==> src/sv/pbpm_pkg.sv <==
// Package with the types, constants and codes of the packet buffer pool manager.
`default_nettype none

package pbpm_pkg;

    // Pool geometry.
    localparam int NUM_BUFFERS = 8;
    localparam int NUM_IFACES  = 4;

    // Widths of the internal buffer address and of the free counter.
    localparam int ADDR_W = (NUM_BUFFERS > 1) ? $clog2(NUM_BUFFERS) : 1;
    localparam int CNT_W  = $clog2(NUM_BUFFERS + 1);

    // Fixed field widths of the request and response channels.
    localparam int CMD_W   = 2;
    localparam int IFACE_W = 2;
    localparam int INDEX_W = 4;
    localparam int STAT_W  = 2;
    localparam int OWNER_W = 3;
    localparam int COUNT_W = 4;

    // Owner code that marks a buffer without an owner.
    localparam logic [OWNER_W-1:0] OWNER_NONE = OWNER_W'(NUM_IFACES);

    // Request commands.
    typedef enum logic [CMD_W-1:0] {
        CMD_ALLOC = 2'd0,
        CMD_FREE  = 2'd1,
        CMD_MARK  = 2'd2,
        CMD_QUERY = 2'd3
    } t_cmd;

    // Per-buffer state.
    typedef enum logic [1:0] {
        BS_FREE    = 2'd0,
        BS_LOADING = 2'd1,
        BS_LOADED  = 2'd2
    } t_bstate;

    // Response status codes.
    typedef enum logic [STAT_W-1:0] {
        STAT_OK     = 2'd0,
        STAT_NOFREE = 2'd1,
        STAT_RANGE  = 2'd2
    } t_status;

    // Controller states.
    typedef enum logic {
        S_IDLE = 1'b0,
        S_EXEC = 1'b1
    } t_state;

    // One entry of the buffer table.
    typedef struct packed {
        t_bstate             st;
        logic [OWNER_W-1:0]  owner;
    } t_entry;

    // Entry value after reset.
    localparam t_entry ENTRY_RESET = '{st: BS_FREE, owner: OWNER_NONE};

    // Write port of the buffer table.
    typedef struct packed {
        logic              en;
        logic [ADDR_W-1:0] addr;
        t_entry            data;
    } t_tbl_wr;

    // Update of the free map.
    typedef struct packed {
        logic              en;
        logic [ADDR_W-1:0] idx;
        logic              set_free;
    } t_fm_upd;

endpackage

`default_nettype wire

==> src/sv/packet_buffer_pool_manager.sv <==
// Top level of the packet buffer pool manager: controller, response register and checks.
//
// Usage: requests enter on i_in_valid / o_in_ready carrying i_cmd, i_iface and
// i_buf_index. Each request gives exactly one response on o_out_valid /
// i_out_ready with o_status, o_result_index, o_buf_state, o_buf_owner and
// o_free_count. A request is accepted in the idle state, which also starts the
// read of the buffer table (synchronous memory); the execute state then modifies
// the entry, writes it back and loads the response register, from which the
// response is shown. No new request is taken until the read-then-write pass
// through the table ends and the controller is back in idle. A new request is
// accepted while a finished response still waits in the output register.
// If the receiver stalls and the output register is full, the request in
// work holds in the execute state until the register drains.
// Synchronous active-low reset marks every buffer free with no owner and
// empties the response register; no clearing pass is needed.
`default_nettype none

module packet_buffer_pool_manager
    import pbpm_pkg::*;
(
    input  wire logic               i_clk,
    input  wire logic               i_rst_n,
    input  wire logic               i_in_valid,
    output      logic               o_in_ready,
    input  wire logic [CMD_W-1:0]   i_cmd,
    input  wire logic [IFACE_W-1:0] i_iface,
    input  wire logic [INDEX_W-1:0] i_buf_index,
    output      logic               o_out_valid,
    input  wire logic               i_out_ready,
    output      logic [STAT_W-1:0]  o_status,
    output      logic [INDEX_W-1:0] o_result_index,
    output      logic [1:0]         o_buf_state,
    output      logic [OWNER_W-1:0] o_buf_owner,
    output      logic [COUNT_W-1:0] o_free_count
);

    t_state r_state;
    t_state n_state;

    // Captured request.
    t_cmd               r_cmd;
    logic [IFACE_W-1:0] r_iface;
    logic [ADDR_W-1:0]  r_addr;
    logic               r_range_err;
    logic               r_nofree;

    // Response register.
    logic               r_out_valid;
    logic               n_out_valid;
    t_status            r_status;
    logic [INDEX_W-1:0] r_result_index;
    t_bstate            r_buf_state;
    logic [OWNER_W-1:0] r_buf_owner;
    logic [COUNT_W-1:0] r_free_count;

    logic               w_accept;
    logic               w_exec_go;
    logic               w_range_err;
    t_entry             w_rd_data;
    t_tbl_wr            w_wr;
    t_fm_upd            w_upd;
    logic               w_any_free;
    logic [ADDR_W-1:0]  w_first_free;
    logic [COUNT_W-1:0] w_count_next;
    logic [ADDR_W-1:0]  w_rd_addr;
    t_status            w_status;
    logic [INDEX_W-1:0] w_result_index;
    t_bstate            w_buf_state;
    logic [OWNER_W-1:0] w_buf_owner;

    assign w_accept    = i_in_valid && o_in_ready;
    assign w_range_err = ({2'b00, i_buf_index} >= (INDEX_W + 2)'(NUM_BUFFERS));
    assign w_rd_addr   = (t_cmd'(i_cmd) == CMD_ALLOC) ? w_first_free
                                                      : ADDR_W'(i_buf_index);

    // Next-state logic.
    always_comb begin
        n_state = r_state;
        unique case (r_state)
            S_IDLE: begin
                if (i_in_valid) begin
                    n_state = S_EXEC;
                end
            end
            S_EXEC: begin
                if (!r_out_valid || i_out_ready) begin
                    n_state = S_IDLE;
                end
            end
            default: n_state = S_IDLE;
        endcase
    end

    // Controller outputs.
    always_comb begin
        o_in_ready = 1'b0;
        w_exec_go  = 1'b0;
        unique case (r_state)
            S_IDLE:  o_in_ready = 1'b1;
            S_EXEC:  w_exec_go  = !r_out_valid || i_out_ready;
            default: o_in_ready = 1'b0;
        endcase
    end

    always_ff @(posedge i_clk) begin
        if (!i_rst_n) begin
            r_state <= S_IDLE;
        end else begin
            r_state <= n_state;
        end
    end

    // Capture the request at acceptance.
    always_ff @(posedge i_clk) begin
        if (w_accept) begin
            r_cmd       <= t_cmd'(i_cmd);
            r_iface     <= i_iface;
            r_addr      <= w_rd_addr;
            r_range_err <= w_range_err;
            r_nofree    <= !w_any_free;
        end
    end

    pbpm_table u_table (
        .i_clk     (i_clk),
        .i_rst_n   (i_rst_n),
        .i_rd_en   (w_accept),
        .i_rd_addr (w_rd_addr),
        .i_wr      (w_wr),
        .o_rd_data (w_rd_data)
    );

    pbpm_free_map u_free_map (
        .i_clk        (i_clk),
        .i_rst_n      (i_rst_n),
        .i_upd        (w_upd),
        .o_any_free   (w_any_free),
        .o_first_free (w_first_free),
        .o_count_next (w_count_next)
    );

    // Modify the read entry, build the write-back and the response.
    always_comb begin
        w_wr           = '{en: 1'b0, addr: r_addr, data: ENTRY_RESET};
        w_upd          = '{en: 1'b0, idx: r_addr, set_free: 1'b0};
        w_status       = STAT_OK;
        w_result_index = INDEX_W'(r_addr);
        w_buf_state    = BS_FREE;
        w_buf_owner    = OWNER_NONE;
        if (r_cmd == CMD_ALLOC) begin
            if (r_nofree) begin
                w_status       = STAT_NOFREE;
                w_result_index = INDEX_W'(NUM_BUFFERS);
            end else begin
                w_wr.en        = w_exec_go;
                w_wr.data      = '{st: BS_LOADING, owner: OWNER_W'(r_iface)};
                w_upd.en       = w_exec_go;
                w_buf_state    = BS_LOADING;
                w_buf_owner    = OWNER_W'(r_iface);
            end
        end else if (r_range_err) begin
            w_status       = STAT_RANGE;
            w_result_index = '0;
        end else begin
            unique case (r_cmd)
                CMD_FREE: begin
                    w_wr.en        = w_exec_go;
                    w_upd.en       = w_exec_go;
                    w_upd.set_free = 1'b1;
                end
                CMD_MARK: begin
                    w_wr.en     = w_exec_go;
                    w_wr.data   = '{st: BS_LOADED, owner: w_rd_data.owner};
                    w_upd.en    = w_exec_go;
                    w_buf_state = BS_LOADED;
                    w_buf_owner = w_rd_data.owner;
                end
                default: begin
                    w_buf_state = w_rd_data.st;
                    w_buf_owner = w_rd_data.owner;
                end
            endcase
        end
    end

    // Response valid flag.
    always_comb begin
        n_out_valid = r_out_valid;
        if (w_exec_go) begin
            n_out_valid = 1'b1;
        end else if (i_out_ready) begin
            n_out_valid = 1'b0;
        end
    end

    always_ff @(posedge i_clk) begin
        if (!i_rst_n) begin
            r_out_valid <= 1'b0;
        end else begin
            r_out_valid <= n_out_valid;
        end
    end

    // Response payload.
    always_ff @(posedge i_clk) begin
        if (w_exec_go) begin
            r_status       <= w_status;
            r_result_index <= w_result_index;
            r_buf_state    <= w_buf_state;
            r_buf_owner    <= w_buf_owner;
            r_free_count   <= w_count_next;
        end
    end

    assign o_out_valid    = r_out_valid;
    assign o_status       = r_status;
    assign o_result_index = r_result_index;
    assign o_buf_state    = r_buf_state;
    assign o_buf_owner    = r_buf_owner;
    assign o_free_count   = r_free_count;

`ifndef SYNTH
    // An accepted request always moves the controller into execution.
    a_accept_exec: assert property (@(posedge i_clk) disable iff (!i_rst_n)
        (i_in_valid && o_in_ready) |=> (r_state == S_EXEC))
        else $error("accepted request did not enter execution");

    // A failed allocation reports an empty pool.
    a_nofree_empty: assert property (@(posedge i_clk) disable iff (!i_rst_n)
        (o_out_valid && o_status == STAT_NOFREE) |-> (o_free_count == '0))
        else $error("no-free status with nonzero free count");

    // The free count never exceeds the pool size.
    a_count_bound: assert property (@(posedge i_clk) disable iff (!i_rst_n)
        o_out_valid |-> ({1'b0, o_free_count} <= (COUNT_W + 1)'(NUM_BUFFERS)))
        else $error("free count above pool size");

    // A successful allocation reports a buffer that is loading.
    a_alloc_loading: assert property (@(posedge i_clk) disable iff (!i_rst_n)
        (w_exec_go && r_cmd == CMD_ALLOC && !r_nofree)
            |=> (o_out_valid && o_buf_state == BS_LOADING))
        else $error("allocation response not in loading state");
`endif

endmodule

`default_nettype wire

==> src/sv/pbpm_table.sv <==
// Buffer table: synchronous memory of state and owner with per-entry valid bits.
`default_nettype none

module pbpm_table
    import pbpm_pkg::*;
(
    input  wire logic              i_clk,
    input  wire logic              i_rst_n,
    input  wire logic              i_rd_en,
    input  wire logic [ADDR_W-1:0] i_rd_addr,
    input  wire t_tbl_wr           i_wr,
    output      t_entry            o_rd_data
);

    t_entry r_mem [NUM_BUFFERS];
    logic [NUM_BUFFERS-1:0] r_vld;
    t_entry r_rd_data;
    logic   r_rd_vld;

    // Table write; the payload array needs no reset.
    always_ff @(posedge i_clk) begin
        if (i_wr.en) begin
            r_mem[i_wr.addr] <= i_wr.data;
        end
    end

    // Valid bits mark entries written since reset.
    always_ff @(posedge i_clk) begin
        if (!i_rst_n) begin
            r_vld <= '0;
        end else if (i_wr.en) begin
            r_vld[i_wr.addr] <= 1'b1;
        end
    end

    // Registered read of data and valid bit.
    always_ff @(posedge i_clk) begin
        if (i_rd_en) begin
            r_rd_data <= r_mem[i_rd_addr];
        end
    end

    always_ff @(posedge i_clk) begin
        if (!i_rst_n) begin
            r_rd_vld <= 1'b0;
        end else if (i_rd_en) begin
            r_rd_vld <= r_vld[i_rd_addr];
        end
    end

    // An entry never written reads as its reset value.
    assign o_rd_data = r_rd_vld ? r_rd_data : ENTRY_RESET;

endmodule

`default_nettype wire

==> src/sv/pbpm_free_map.sv <==
// Free map: one flag per buffer, lowest-free search and free count.
`default_nettype none

module pbpm_free_map
    import pbpm_pkg::*;
(
    input  wire logic               i_clk,
    input  wire logic               i_rst_n,
    input  wire t_fm_upd            i_upd,
    output      logic               o_any_free,
    output      logic [ADDR_W-1:0]  o_first_free,
    output      logic [COUNT_W-1:0] o_count_next
);

    logic [NUM_BUFFERS-1:0] r_free;
    logic [NUM_BUFFERS-1:0] n_free;
    logic [CNT_W-1:0]       w_cnt;

    // Next flag vector after the pending update.
    always_comb begin
        n_free = r_free;
        if (i_upd.en) begin
            n_free[i_upd.idx] = i_upd.set_free;
        end
    end

    always_ff @(posedge i_clk) begin
        if (!i_rst_n) begin
            r_free <= '1;
        end else begin
            r_free <= n_free;
        end
    end

    // Priority encoder: lowest-numbered free buffer wins.
    always_comb begin
        o_first_free = '0;
        for (int i = NUM_BUFFERS - 1; i >= 0; i--) begin
            if (r_free[i]) begin
                o_first_free = ADDR_W'(i);
            end
        end
    end

    assign o_any_free = |r_free;

    // Population count of the updated vector.
    always_comb begin
        w_cnt = '0;
        for (int i = 0; i < NUM_BUFFERS; i++) begin
            w_cnt = w_cnt + CNT_W'(n_free[i]);
        end
    end

    assign o_count_next = COUNT_W'(w_cnt);

endmodule

`default_nettype wire
==> config.mk <==
export PLATFORM = sky130hd
export DESIGN_NAME = packet_buffer_pool_manager
export DESIGN_NICKNAME = d
export VERILOG_FILES = /design/src/sv/pbpm_pkg.sv /design/src/sv/packet_buffer_pool_manager.sv /design/src/sv/pbpm_table.sv /design/src/sv/pbpm_free_map.sv
export SDC_FILE = /design/constraint.sdc
export NUM_CORES = 1
export LEC_CHECK = 0
export ABC_AREA = 1
export BUFFER_PORTS_ARGS = -buffer_cell sky130_fd_sc_hd__clkbuf_2
export CORE_MARGIN = 2
export CORE_UTILIZATION = 40
export DETAILED_ROUTE_END_ITERATION = 16
export GPL_TIMING_DRIVEN = 0
export PLACE_DENSITY = 0.54
export SLEW_MARGIN = 20
export SYNTH_ARGS = -nofsm -noshare
export SYNTH_HDL_FRONTEND = slang
export SYNTH_SLANG_ARGS = --single-unit
==> constraint.sdc <==
create_clock -name i_clk -period 8.1 [get_ports i_clk]
set_input_delay 1.62 -clock i_clk [delete_from_list [all_inputs] [get_ports i_clk]]
set_output_delay 1.62 -clock i_clk [all_outputs]
set_load 0.01 [all_outputs]
# [Word-level counts from Yosys, hierarchy flattened]
# Memories as Yosys holds them, arrays and structs flattened. A register that Yosys moved wholly into a read port is not among the register bits.
# Cells that the tools add are included.
[classes] magnitude_cmp=4 bitwise=2 n_reduce_logical=10 n_addsub=7 muxes=50 n_eq_ne=2
[op_table] cell="3-bit two-way mux" n=14
[op_table] cell="4-bit by 1-bit adder with 4-bit output" n=6
[op_table] cell="5-bit two-way mux" n=4
[op_table] cell="1-bit two-way mux" n=19
[op_table] cell="4-bit two-way mux" n=3
[op_table] cell="8-bit bitwise mux" n=1
[op_table] cell="3-bit by 4-bit less-than comparator with 1-bit output, second input constant" n=2
[op_table] cell="2-bit two-way mux" n=4
[op_table] cell="8-bit two-way mux" n=1
[op_table] cell="8-bit OR" n=1
[op_table] cell="8-bit OR reduction" n=1
[op_table] cell="4-bit >= comparator, second input constant" n=1
[op_table] cell="2-bit zero test" n=2
[op_table] cell="2-bit case mux with 2 select lines" n=1
[op_table] cell="1-bit binary-select mux with 3-bit select" n=1
[op_table] cell="1-bit demux with 3-bit select" n=1
[op_table] cell="3-bit by 1-bit >= comparator with 1-bit output, second input constant" n=1
[op_table] cell="1-bit by 1-bit adder with 2-bit output" n=1
[op_table] cell="2-bit by 1-bit == test with 1-bit output, second input constant" n=1
[op_table] cell="2-bit == test, second input constant" n=1
[op_table] cell="1-bit logical AND" n=2
[op_table] cell="1-bit zero test" n=2
[op_table] cell="1-bit case mux with 2 select lines" n=1
[op_table] cell="2-bit nonzero test" n=1
[op_table] cell="3 further kinds" n=3
[totals] in_bits=12 output_inout_bits=17 ramBits=40 mem_count=1 ff_bits=43
[mem_list] memory="u_table.r_mem" depth=8 width=5 rd=1 rd_ports_with_merged_regs=1 wr=1 line_no="pbpm_table.sv:15" text="t_entry r_mem [NUM_BUFFERS];"

# [Logic depth before layout (Yosys ltp)]
[depth] ltp_word=14 mapped_depth=18

# [Hierarchy]
# A second synthesis with hierarchy kept.
[unflattened] cells_unflattened=392 hier_area_um2=3957.5
[modules_own_cells] module="pbpm_table" area_each_um2=2197.1 seq_area_each_um2=1531.5 instances=1 cells_each=202
[modules_own_cells] module="packet_buffer_pool_manager" area_each_um2=1113.6 seq_area_each_um2=760.7 instances=1 cells_each=98
[modules_own_cells] module="pbpm_free_map" area_each_um2=646.9 seq_area_each_um2=160.2 instances=1 cells_each=92

# [Worst setup path before layout]
# OpenSTA, ideal clock, no wires.
[synth_timing] kind="input-to-reg" start="input i_out_ready" end="register r_free_count[1] (netlist: o_free_count[1]), data pin" n_path_buf=0 setup_time_ns=0.129 path_stages=16 setup_slack_ns=3.045 arrival_time_ns=4.926 path_cell_list="inv_1 nand2_1 nand2_1 inv_1 o211ai_1 inv_2 nand2_1 o21ai_0 inv_1 ha_1 fa_1 fa_1 fa_1 inv_1 fa_1 inv_1"
[synth_via] elab_chain_cells=13 word_cells_on_any_way=14
[synth_lines] item="start: declaration" line_no="packet_buffer_pool_manager.sv:29" text="input wire logic i_out_ready,"
[synth_lines] item="1-bit logical OR *" line_no="packet_buffer_pool_manager.sv:100" text="S_EXEC: w_exec_go = !r_out_valid || i_out_ready;"
[synth_lines] item="1-bit two-way mux *" line_no="packet_buffer_pool_manager.sv:98" text="unique case (r_state)"
[synth_lines] item="1-bit two-way mux" line_no="packet_buffer_pool_manager.sv:165" text="unique case (r_cmd)"
[synth_lines] item="1-bit two-way mux" line_no="packet_buffer_pool_manager.sv:161" text="end else if (r_range_err) begin"
[synth_lines] item="1-bit two-way mux *" line_no="packet_buffer_pool_manager.sv:150" text="if (r_cmd == CMD_ALLOC) begin"
[synth_lines] item="8-bit two-way mux *" line_no="pbpm_free_map.sv:22" text="if (i_upd.en) begin"
[synth_lines] item="net u_free_map.n_free[1]" line_no="pbpm_free_map.sv:16" text="logic [NUM_BUFFERS-1:0] n_free;"
[synth_lines] item="1-bit by 1-bit adder with 2-bit output *" line_no="pbpm_free_map.sv:51" text="w_cnt = w_cnt + CNT_W'(n_free[i]);"
[synth_lines] item="4-bit by 1-bit adder with 4-bit output * (6 in a row)" line_no="pbpm_free_map.sv:51"
[synth_lines] item="net u_free_map.o_count_next[1]" line_no="pbpm_free_map.sv:12" text="output logic [COUNT_W-1:0] o_count_next"
[synth_lines] item="end signal: assignment" line_no="packet_buffer_pool_manager.sv:211" text="r_free_count <= w_count_next;"
[synth_lines] item="end: declaration" line_no="packet_buffer_pool_manager.sv:54" text="logic [COUNT_W-1:0] r_free_count;"
# The timed path passes the listed nets; every way through them passes the cells marked *.
# A chain may end at the register's enable or synchronous reset.

# [Worst setup path in the final report]
# Ends and elaborated chain as after synthesis.

==> metrics.cfg <==
[status]
outcome = complete, no violations

[worst_hold_path]
hp-class = reg2reg

[global_routing]
track_usage = 0.160
first_global_vias = 2458
grt_max_degree = 19
gr-total-overflow = 0
antenna_found_initial = 0
grt_pass1_wl_mm = 12.3

[synth]
avgSynthCellArea_um2 = 10.4
yosys-top-cells-area = edfxtp_1, dfxtp_1, inv_1
synth_fp_nets = 398
syn-cell-area_um2 = 3920
synthCells = 376
synth_top_area_share = 0.521
yosys_warnings = 0
ys_ff_latch = 87
yosysTopAreaCell = edfxtp_1
synthDistinctLibCells = 34
synth.yosys.seq_area_share = 0.618

[timing]
setup_tns_ns = 0
layout_min_cycle_time_ns = 5.22
grt_setup_unrepaired = false
final-hold-violation-count = 0
tightest_slew_ns = 0.840
whs_ns = 0.461
max_freq_mhz = 192
fin_crit_sh = 0.645
setup_viol = 0
maxSlewViolCount = 0
slew-limit-headroom = 0.440
finalClockSkew_ns = 0.0107

[clock_network]
clock_path_buffers = 2
postCtsSetupRepairBufs = 0
root_buffer = clkbuf_8
cts_buffers = 9
insertion_delay_ns = 0.36
cts_tree = done
path_clk_slew_ns = 0.09
cts_sinks = 87
hold_buffers = 0
ctsResizeCount = 0
htree_num_levels = 3

[detailed_routing]
drt-wirelength-per-cell_um = 14.1
ant_nets = 0
drtIter0Drc = 129
dr.pass1.iters = 4
via_per_inst = 4.58
vias = 2521
wl_mm = 7.79
drc = 0

[critical_path]
path_class = in2reg
required_ns = 8.34
cp-start-kind = input port
rr_startpoint = r_cmd[1]
path_cells = clkbuf_2 > inv_1 > nand2_1 > nand2_1 > inv_1 > o211ai_1 > inv_2 > nand2_1 > o21ai_0 > inv_1 > ha_1 > fa_1 > fa_1 > fa_1 > inv_1 > fa_1 > inv_1
slowest_stage = fa_1
cp.arrival_ns = 5.46
crit_start = i_out_ready
regToRegSetupSlack_ns = 3.58
cp-end-kind = register
r2r_cells = 16
reg2reg_to = o_free_count[1]
crit_top_cell = inv_1
path_max_fanout = 16
slowest_delay_ns = 0.54
cp-endpoint = o_free_count[1]

[floorplanning]
fp-row-count = 36
start_util = 0.406
design.die.area_um2 = 10600
die-width_um = 103
pin_count = 29
core_um2 = 9640
die_y_um = 103

[layout]
multi_input_area_um2 = 1120
drive_above_1_share = 0.179
fin_util = 0.458
layout.nets = 435
n_fill_cell = 951
synthToLayoutAreaGrowth_pct = 12.7
diodes = 0
seq_area_um2 = 2420

[power_and_ir_drop]
p_per_area_nw_per_um2 = 201
peakVddDrop_v = 0.0000718
p_leak_nw = 1.89

[placed_design]
io_buffers = 26
gp_congestion = 0.812
hpwl_mm = 5.66

[run]
max_cap_viol_count = 0

[cells by family after synthesis]
family	share of synthesized area
AOI/OAI and AO/OA	0.0990
xor gates and xnor gates	0.00224
adders and majority gates	0.0396
buffers and inverters	0.0952
DFF	0.618
and+or+nand+nor	0.146
[per-stage QoR]
stage / power (mW) / setup slack, ns / std cells / cell area [um^2]
global route: 0.925 / 2.60 / 551 / 4420
floorplan: 0.572 / 3.05 / 376 / 3920
detailed placement: 0.600 / 2.49 / 535 / 4220
global placement: 0.598 / 2.56 / 535 / 4210
CTS: 0.895 / 2.86 / 551 / 4420
finish: 0.886 / 2.88 / 551 / 4420
[power by group]
part           internal, mW  switching (mW)  leakage [nW]
registers             0.498         0.00575         0.790
clock network         0.121           0.176        0.0981
logic                0.0292          0.0569         0.998
[state kept, by name (all words and copies together), names as in the netlist]
name	cells
u_table.r_vld	8
r_addr	3
o_free_count	4
o_status	2
u_table.r_rd_data	5
o_out_valid	1
u_table.r_rd_vld	1
u_table.r_mem	40
r_cmd	2
o_buf_owner	3
r_state	1
r_range_err	1
o_result_index	3
r_iface	2
r_nofree	1
o_buf_state	2
u_free_map.r_free	8
[layout by cell type (no fill, tap or decap), types with 2 or more instances in the layout]
cell       n
nand2_2    7
clkbuf_2  26
edfxtp_1  68
clkbuf_8   9
buf_4      2
dfxtp_1   19
o22ai_1   10
inv_1     76
nand2_4    3
or2_1      2
fa_1       4
clkinv_4   2
nand3_2    5
nand3_1    9
o21ai_1   15
o211ai_1   6
clkbuf_1   3
nor2_2     4
o21ai_0    9
inv_8      3
inv_2      3
ha_1       6
nand2_1   70
nor2_1    19
a21oi_1   20
buf_6      4
[final cells by class]
class                   count  area share
plain buffers              10      0.0173
clock buffers               9      0.0281
clock inverters             7      0.0170
inverters                  79      0.0672
multi-input cells         200       0.255
flip-flops and latches     87       0.549
well taps                 133      0.0377
repair buffers             26      0.0295
[worst max-delay path: cells and delay by family]
family | cells | cell delay, ns
adders and majority gates | 5 | 2.15
AOI/OAI and AO/OA | 2 | 0.47
and+or+nand+nor | 3 | 0.27
buffers and inverters | 7 | 0.95
[worst min-delay path by stage]
stage | from | to | cells after the start
finish | u_table.r_vld[6] | u_table.r_vld[6] | 2
global route | u_table.r_vld[4] | u_table.r_vld[4] | 2
global placement | u_table.r_vld[2] | u_table.r_vld[2] | 2
floorplan | u_table.r_vld[0] | u_table.r_vld[0] | 2
CTS | u_table.r_vld[4] | u_table.r_vld[4] | 2
detailed placement | u_table.r_vld[4] | u_table.r_vld[4] | 2
[synth_stat cells, drive strengths merged]
| cell type | count |
|---|---|
| nand2 | 80 |
| inv | 79 |
| edfxtp | 68 |
| nor2 | 24 |
| o21ai | 24 |
| a21oi | 21 |
| dfxtp | 19 |
| nand3 | 14 |
| o22ai | 10 |
| buf | 7 |
| ha | 6 |
| o211ai | 6 |
| fa | 4 |
| clkbuf | 3 |
| a31oi | 2 |
| o21a | 2 |
| or2 | 2 |
| a211oi | 1 |
| and3 | 1 |
| nand4 | 1 |
| nor3 | 1 |
| xnor2 | 1 |
[routing by layer]
| layer | vias up | global-route usage | routed length, um |
|---|---|---|---|
| met3 | 9 | 0.0305 | 235 |
| met5 | - | 0 | 0 |
| li1 | 1299 | - | - |
| met2 | 43 | 0.253 | 3680 |
| met1 | 1170 | 0.218 | 3770 |
| met4 | 0 | 0.0638 | 112 |
Note: power is estimated with default switching activity, not from simulation.
